==> src/sv/frds_pkg.sv <==
// ----------------------------------------------------------------------------
// frds_pkg
// Shared types and constants for the FAT12 root directory search block.
// ----------------------------------------------------------------------------
package frds_pkg;

    // Directory layout
    localparam int unsigned ENTRY_BYTES        = 32;
    localparam int unsigned ENTRIES_PER_SECTOR = 16;
    localparam logic [7:0]  MARK_END           = 8'h00;
    localparam logic [7:0]  MARK_DELETED       = 8'hE5;
    localparam logic [4:0]  POS_LAST           = 5'(ENTRY_BYTES - 1);
    localparam logic [3:0]  BASE_MAX           = 4'd8;

    // Result status codes
    localparam logic [2:0] ST_NO_MATCH  = 3'd0;
    localparam logic [2:0] ST_DELETED   = 3'd1;
    localparam logic [2:0] ST_FOUND     = 3'd2;
    localparam logic [2:0] ST_END       = 3'd3;
    localparam logic [2:0] ST_EXHAUSTED = 3'd4;

    // Configuration register indexes
    localparam logic [1:0] CFG_NAME_BASE   = 2'd0;
    localparam logic [1:0] CFG_BASE_LENGTH = 2'd1;
    localparam logic [1:0] CFG_EXT_BYTES   = 2'd2;
    localparam logic [1:0] CFG_ROOT_COUNT  = 2'd3;

    // Configuration reset values
    localparam logic [3:0]  BASE_LENGTH_RST = 4'd8;
    localparam logic [15:0] ROOT_COUNT_RST  = 16'd224;

    typedef struct packed {
        logic [7:0] data_byte;
        logic       restart;
    } in_t;

    typedef struct packed {
        logic [2:0]  status;
        logic [15:0] start_cluster;
        logic [31:0] file_size;
        logic [15:0] entry_index;
    } out_t;

    typedef struct packed {
        logic [63:0] name_base;
        logic [3:0]  base_length;
        logic [23:0] ext_bytes;
        logic [15:0] root_entry_count;
    } cfg_t;

endpackage

==> src/sv/frds_scan.sv <==
// ----------------------------------------------------------------------------
// frds_scan
// Per-byte entry scanner: tracks position in the current directory entry,
// compares name and extension bytes, captures cluster and size, and decides
// the entry outcome.
// ----------------------------------------------------------------------------
module frds_scan
(
    input  logic           clk,
    input  logic           rst_n,
    input  logic           step,
    input  frds_pkg::in_t  item,
    input  frds_pkg::cfg_t cfg,
    output logic           emit,
    output frds_pkg::out_t res
);
    import frds_pkg::*;

    logic [4:0]  byte_pos_reg, byte_pos_next;
    logic [15:0] cnt_reg, cnt_next;
    logic [7:0]  first_reg, first_next;
    logic        match_reg, match_next;
    logic [15:0] cluster_reg, cluster_next;
    logic [31:0] size_reg, size_next;
    logic        concl_reg, concl_next;

    // Current view of the state, with restart applied
    logic [4:0]  pos;
    logic [15:0] cnt;
    logic        concl;
    logic [15:0] limit;
    logic [3:0]  blen;
    logic [7:0]  b;
    logic [16:0] cnt_inc;

    assign b       = item.data_byte;
    assign pos     = item.restart ? 5'd0  : byte_pos_reg;
    assign cnt     = item.restart ? 16'd0 : cnt_reg;
    assign concl   = item.restart ? 1'b0  : concl_reg;
    assign limit   = {cfg.root_entry_count[15:4], 4'b0000};
    assign blen    = (cfg.base_length > BASE_MAX) ? BASE_MAX : cfg.base_length;
    assign cnt_inc = {1'b0, cnt} + 17'd1;

    // Step logic for one directory byte
    always_comb
    begin
        byte_pos_next = pos;
        cnt_next      = cnt;
        first_next    = first_reg;
        match_next    = match_reg;
        cluster_next  = cluster_reg;
        size_next     = size_reg;
        concl_next    = concl;
        emit          = 1'b0;
        res           = '0;
        res.entry_index = cnt;

        if (!concl)
        begin
            if (pos == 5'd0 && cnt >= limit)
            begin
                concl_next = 1'b1;
                emit       = 1'b1;
                res.status = ST_EXHAUSTED;
            end
            else if (pos == 5'd0 && b == MARK_END)
            begin
                concl_next = 1'b1;
                emit       = 1'b1;
                res.status = ST_END;
            end
            else
            begin
                // new entry starts fresh
                if (pos == 5'd0)
                begin
                    first_next   = b;
                    match_next   = 1'b1;
                    cluster_next = '0;
                    size_next    = '0;
                end

                // field compare and capture
                if (pos < 5'd8)
                begin
                    if ({1'b0, pos[3:0]} < {1'b0, blen}
                        && b != cfg.name_base[pos[2:0]*8 +: 8])
                    begin
                        match_next = 1'b0;
                    end
                end
                else if (pos inside {[5'd8:5'd10]})
                begin
                    if (b != cfg.ext_bytes[pos[1:0]*8 +: 8])
                    begin
                        match_next = 1'b0;
                    end
                end
                else if (pos == 5'd26)
                begin
                    cluster_next[7:0] = b;
                end
                else if (pos == 5'd27)
                begin
                    cluster_next[15:8] = b;
                end
                else if (pos >= 5'd28)
                begin
                    size_next[pos[1:0]*8 +: 8] = b;
                end

                // entry outcome on its last byte
                if (pos != POS_LAST)
                begin
                    byte_pos_next = pos + 5'd1;
                end
                else
                begin
                    byte_pos_next = 5'd0;
                    emit          = 1'b1;
                    if (first_next != MARK_DELETED && match_next)
                    begin
                        concl_next        = 1'b1;
                        res.status        = ST_FOUND;
                        res.start_cluster = cluster_next;
                        res.file_size     = size_next;
                    end
                    else if (cnt_inc >= {1'b0, limit})
                    begin
                        concl_next = 1'b1;
                        res.status = ST_EXHAUSTED;
                    end
                    else
                    begin
                        res.status = (first_next == MARK_DELETED) ? ST_DELETED
                                                                  : ST_NO_MATCH;
                        cnt_next   = cnt_inc[15:0];
                    end
                end
            end
        end
    end

    // State registers
    always_ff @(posedge clk or negedge rst_n)
    begin
        if (!rst_n)
        begin
            byte_pos_reg <= '0;
            cnt_reg      <= '0;
            first_reg    <= '0;
            match_reg    <= 1'b1;
            cluster_reg  <= '0;
            size_reg     <= '0;
            concl_reg    <= 1'b0;
        end
        else if (step)
        begin
            byte_pos_reg <= byte_pos_next;
            cnt_reg      <= cnt_next;
            first_reg    <= first_next;
            match_reg    <= match_next;
            cluster_reg  <= cluster_next;
            size_reg     <= size_next;
            concl_reg    <= concl_next;
        end
    end

    // A final outcome closes the search
    a_final_concludes: assert property (@(posedge clk) disable iff (!rst_n)
        step && emit && (res.status == ST_FOUND || res.status == ST_END
                         || res.status == ST_EXHAUSTED) |=> concl_reg)
        else $error("final outcome did not conclude the search");

    // Nothing comes out of a concluded search until restart
    a_quiet_after_end: assert property (@(posedge clk) disable iff (!rst_n)
        concl_reg && !item.restart |-> !emit)
        else $error("result after search concluded");

    // Cluster and size are only reported for a found entry
    a_payload_only_found: assert property (@(posedge clk) disable iff (!rst_n)
        emit && res.status != ST_FOUND |-> res.start_cluster == 16'd0
                                           && res.file_size == 32'd0)
        else $error("payload on non-found result");

    // A skipped entry advances the entry counter and rewinds the position
    a_skip_advances: assert property (@(posedge clk) disable iff (!rst_n)
        step && emit && (res.status == ST_NO_MATCH || res.status == ST_DELETED)
        |=> byte_pos_reg == 5'd0 && cnt_reg == $past(cnt) + 16'd1)
        else $error("entry counter did not advance");

endmodule

==> src/sv/fat12_root_dir_search.sv <==
// ----------------------------------------------------------------------------
// fat12_root_dir_search
// Searches a FAT12 root directory byte stream for a configured 8.3 name.
// ----------------------------------------------------------------------------
// Result path: the input transfer loads the input register, then a scan step
//   writes the outcome into the result register.
// Throughput: one directory byte per cycle; the scan state updates once per
//   accepted byte. Input stalls only while a result waits for result_ready.
// Reset: clears scan state and result valid; configuration returns to
//   name 0, base length 8, extension 0, root entry count 224.
module fat12_root_dir_search
(
    input  logic            clk,
    input  logic            rst_n,
    // directory byte channel
    input  logic            item_valid,
    output logic            item_ready,
    input  frds_pkg::in_t   item,
    // result channel
    output logic            result_valid,
    input  logic            result_ready,
    output frds_pkg::out_t  result,
    // configuration write channel
    input  logic            cfg_valid,
    output logic            cfg_ready,
    input  logic [1:0]      cfg_index,
    input  logic [63:0]     cfg_data
);
    import frds_pkg::*;

    cfg_t cfg_reg;
    in_t  item_reg;
    logic item_valid_reg;
    logic result_valid_reg, result_valid_next;
    out_t result_reg;

    logic step;
    logic emit;
    out_t res;

    // Configuration writes
    assign cfg_ready = 1'b1;

    always_ff @(posedge clk or negedge rst_n)
    begin
        if (!rst_n)
        begin
            cfg_reg.name_base        <= '0;
            cfg_reg.base_length      <= BASE_LENGTH_RST;
            cfg_reg.ext_bytes        <= '0;
            cfg_reg.root_entry_count <= ROOT_COUNT_RST;
        end
        else if (cfg_valid && cfg_ready)
        begin
            case (cfg_index)
                CFG_NAME_BASE:   cfg_reg.name_base        <= cfg_data;
                CFG_BASE_LENGTH: cfg_reg.base_length      <= cfg_data[3:0];
                CFG_EXT_BYTES:   cfg_reg.ext_bytes        <= cfg_data[23:0];
                CFG_ROOT_COUNT:  cfg_reg.root_entry_count <= cfg_data[15:0];
                default:         cfg_reg                  <= cfg_reg;
            endcase
        end
    end

    // Input register; the scan step fires when the result slot is free
    assign step       = item_valid_reg && (!result_valid_reg || result_ready);
    assign item_ready = !item_valid_reg || step;

    always_ff @(posedge clk or negedge rst_n)
    begin
        if (!rst_n)
        begin
            item_valid_reg <= 1'b0;
        end
        else if (item_ready)
        begin
            item_valid_reg <= item_valid;
        end
    end

    always_ff @(posedge clk)
    begin
        if (item_valid && item_ready)
        begin
            item_reg <= item;
        end
    end

    frds_scan u_scan
    (
        .clk   (clk),
        .rst_n (rst_n),
        .step  (step),
        .item  (item_reg),
        .cfg   (cfg_reg),
        .emit  (emit),
        .res   (res)
    );

    // Result register
    assign result_valid_next = step ? emit : (result_valid_reg && !result_ready);

    always_ff @(posedge clk or negedge rst_n)
    begin
        if (!rst_n)
        begin
            result_valid_reg <= 1'b0;
        end
        else
        begin
            result_valid_reg <= result_valid_next;
        end
    end

    always_ff @(posedge clk)
    begin
        if (step && emit)
        begin
            result_reg <= res;
        end
    end

    assign result_valid = result_valid_reg;
    assign result       = result_reg;

endmodule

==> config.mk <==
export PLATFORM = sky130hd
export DESIGN_NAME = fat12_root_dir_search
export DESIGN_NICKNAME = d
export VERILOG_FILES = /design/src/sv/frds_pkg.sv /design/src/sv/frds_scan.sv /design/src/sv/fat12_root_dir_search.sv
export SDC_FILE = /design/constraint.sdc
export NUM_CORES = 1
export LEC_CHECK = 0
export BUFFER_PORTS_ARGS = -buffer_cell sky130_fd_sc_hd__buf_4
export CORE_MARGIN = 2
export CORE_UTILIZATION = 50
export CTS_BUF_LIST = sky130_fd_sc_hd__clkbuf_4 sky130_fd_sc_hd__clkbuf_8 sky130_fd_sc_hd__clkbuf_16
export DETAILED_ROUTE_END_ITERATION = 16
export PLACE_DENSITY = 0.7
export SLEW_MARGIN = 20
export SYNTH_ARGS = -nofsm -noshare
export SYNTH_HDL_FRONTEND = slang
export SYNTH_SLANG_ARGS = --single-unit
==> constraint.sdc <==
create_clock -name clk -period 7.5 [get_ports clk]
set_input_delay 0.75 -clock clk [delete_from_list [all_inputs] [get_ports clk]]
set_output_delay 0.75 -clock clk [all_outputs]
set_load 0.01 [all_outputs]
==> flow_summary.json <==
{
  "synth.avg_cell_area_um2": 11.88,
  "use_met2_pct": 38.15,
  "maxSlewHeadroom_pct": 28.45,
  "synth.yosys.seq_area_share_pct": 53.75,
  "netlist_top_cells_area": "dfrtp_1 (35%), edfxtp_1 (18%), mux2_2 (10%)",
  "synth-edff-count": 76,
  "worstPathArrival_ps": 5580,
  "gr-usage-met3_pct": 3.466,
  "largest_reg_flops": 104,
  "worst_slew_pin_slew_ps": 1073,
  "drt_iter0_markers": 1044,
  "wl_per_cell_um": 20.13,
  "setup_tns_ps": 0,
  "rsz0062_at_grt": "false",
  "async_flop_share_pct": 70.88,
  "routed_wl_mm": 31.20,
  "cts_made_buffers": 27,
  "drc": 0,
  "ios": 150,
  "initial_core_util_pct": 50.97,
  "ys_types": 78,
  "top_usage_layer": "met2",
  "syn_nets": 1200,
  "critPathLaunchType": "register",
  "antenna_found_initial": 0,
  "max_freq_mhz": 192.7,
  "clock_skew_ps": 23.32,
  "p_per_area_nw_per_um2": 268.7,
  "die_y_um": 164.4,
  "cts.repair.resized": 0,
  "grt_pass1_vias": 9021,
  "combPwrFrac_pct": 24.0,
  "hold_viol_final": 0,
  "hold_path_class": "primary input to async pin",
  "required_ps": 7890,
  "clock_path_buffers": 3,
  "post-route-period-util_pct": 69.19,
  "clock-sinks": 261,
  "netlist_instances": 1083,
  "dieArea_um2": 27040,
  "drv_cap": 0,
  "power_frac_seq_pct": 43.0,
  "num_rows": 58,
  "critical_path.max_fanout": 29,
  "slew_viol_final": 0,
  "place_congestion": 0.9031,
  "post_cts_buffers": 0,
  "io_buffer_count": 148,
  "hpwlAfterDp_mm": 21.37,
  "cp-end-kind": "register",
  "avgViaCountPerCell": 5.946,
  "layout.nets": 1317,
  "track_usage_pct": 23.50,
  "synth_area_leader_cell": "dfrtp_1",
  "cts_max_level": 1,
  "cts_tree": "done",
  "area_growth_pct": 17.09,
  "ir_drop_mv": 0.1648,
  "cts-root-buf": "clkbuf_16",
  "grt_pass1_wl_mm": 49.80,
  "clk_pin_slew_ps": 70,
  "period_minus_slack_ps": 5190,
  "p_leak_nw": 6.281,
  "grt_max_degree": 69,
  "vias": 9216,
  "die_x_um": 164.4,
  "num_antenna_cells": 0,
  "postSynthRegisterBits": 261,
  "worstSetupPathType": "register to register",
  "place_ws_ps": 2470,
  "fin_ws_ps": 2310,
  "clock_latency_ps": 540,
  "ys.flop_type": "dfrtp_1",
  "p_sw_w": 0.001226,
  "drive_gt1_share_pct": 29.84,
  "power_frac_clock_pct": 33.0,
  "netlist_area_um2": 12870,
  "post-place-cells": 1501,
  "first_pass_iters": 6,
  "met1_usage_pct": 33.70,
  "coreArea_um2": 25250,
  "outcome": "complete, no violations",
  "layoutNonFillerInstCount": 1550,
  "p_int_w": 0.002823,
  "holdWs_ps": 184.7,
  "synth_top_cell_area_share_pct": 35.00,
  "total_power_w": 0.004049,
  "yosys_warnings": 0,
  "overflow": 0,
  "setup_viol": 0,
  "ant_nets": 0,
  "swShare_pct": 30.28,
  "holdBufCountCts": 0
}
-- final cells by class --
class | instances | area (um^2)
fillers | 2085 | 10180
multi-input cells | 716 | 5498
clock buffers | 36 | 768.2
clock inverters | 13 | 126.4
inverters | 30 | 112.6
repair buffers | 164 | 1235
flip-flops and latches | 261 | 6918
well taps | 330 | 412.9
-- layer usage --
metal  part of all wire, %  vias up
met5                     0        -
met4                   2.5        0
met3                   6.6       50
met2                    47      346
met1                    44     4570
li1                      -     4250
-- kinds of logic after synthesis --
family | after synthesis | share of synthesized area [%]
AND/OR/NAND/NOR | 275 | 11.28
flip-flops | 261 | 53.75
AO/OA/AOI/OAI | 235 | 13.48
multiplexers | 132 | 11.67
buffers and inverters | 106 | 3.743
adder cells (fa/ha/maj) | 37 | 3.597
XOR/XNOR | 36 | 2.450
other | 1 | 0.02914
-- worst paths after layout --
kind | end | depth (start not counted) | startpoint | slack (ps)
max | u_scan.cnt_reg[15] | 18 | item_reg[0] | 2310
min | cfg_reg[102] | 1 | rst_n | 180
max reg2reg | u_scan.cnt_reg[15] | 18 | item_reg[0] | 2310
min reg2reg | u_scan.cnt_reg[9] | 2 | u_scan.cnt_reg[9] | 490
max in group asynchronous | u_scan.size_reg[17] | 2 | rst_n | 6080
min in group clk | item_reg[3] | 1 | item[3] | 400
-- placed cells by master (no fill, tap or decap), types with 5 or more instances in the layout --
cell | netlist | layout
a21o_1 | 8 | 8
a21oi_1 | 35 | 35
a22o_1 | 49 | 49
a22oi_1 | 39 | 39
a31oi_1 | 15 | 15
a41o_1 | 6 | 6
and2_1 | 8 | 8
and3_1 | 8 | 8
and4_1 | 7 | 7
buf_4 | 7 | 163
clkbuf_16 | 0 | 27
clkbuf_4 | 0 | 5
clkinv_2 | 0 | 6
dfrtp_1 | 180 | 180
dfstp_2 | 5 | 5
edfxtp_1 | 76 | 76
ha_1 | 37 | 37
inv_1 | 28 | 28
mux2_2 | 115 | 115
mux2i_1 | 14 | 14
nand2_1 | 51 | 51
nand2b_1 | 5 | 5
nand3_1 | 32 | 31
nand4_1 | 7 | 7
nor2_1 | 69 | 68
nor2_2 | 10 | 10
nor2b_1 | 30 | 30
nor3_1 | 12 | 12
o21a_1 | 7 | 7
o21ai_0 | 21 | 20
o21ai_1 | 4 | 5
o22ai_1 | 11 | 11
or3_1 | 6 | 6
xnor2_1 | 20 | 20
xor2_1 | 16 | 16
-- Yosys cell counts, drive strengths merged, types with 5 or more instances --
cell      n
dfrtp   180
mux2    115
nor2     79
edfxtp   76
nand2    51
a22o     49
clkbuf   44
a22oi    39
ha       37
a21oi    35
buf      32
nand3    32
inv      30
nor2b    30
o21ai    25
xnor2    20
xor2     16
a31oi    15
mux2i    14
nor3     13
o22ai    11
a21o      8
and2      8
and3      8
and4      7
nand4     7
o21a      7
a41o      6
or3       6
a221oi    5
dfstp     5
nand2b    5
nor3b     5
nor4      5
-- power groups by stage --
stage	Combinational, W	Clock, W	Sequential (W)
final	0.000970	0.00134	0.00174
after global routing	0.00106	0.00142	0.00176
after CTS	0.000961	0.00136	0.00174
after detailed placement	0.000956	0	0.00177
after global placement	0.000944	0	0.00176
after floorplan	0.000698	0	0.00172
-- stage by stage --
stage,instance area [um^2],utilization [%]
3_3_place_gp,14180,56.13
2_1_floorplan,12870,-
6_report,15070,59.68
4_1_cts,15070,59.68
5_1_grt,15070,59.68
3_5_place_dp,14180,56.13
-- worst max-delay path, stage by stage, from the launching register on --
cell      delay, ps
edfxtp_1        550
inv_1           510
nand2_1         200
inv_1           140
ha_1            260
nand4b_1        220
nor2_1          300
and3_1          350
and4_1          330
xor2_1          170
ha_1            280
nand4_1         110
nor4_1           60
o21ai_0         200
nand3_1         280
nor4_4          340
buf_4           340
and2b_1         260
o21ai_0         140
Power figures use the tool's default switching activity.
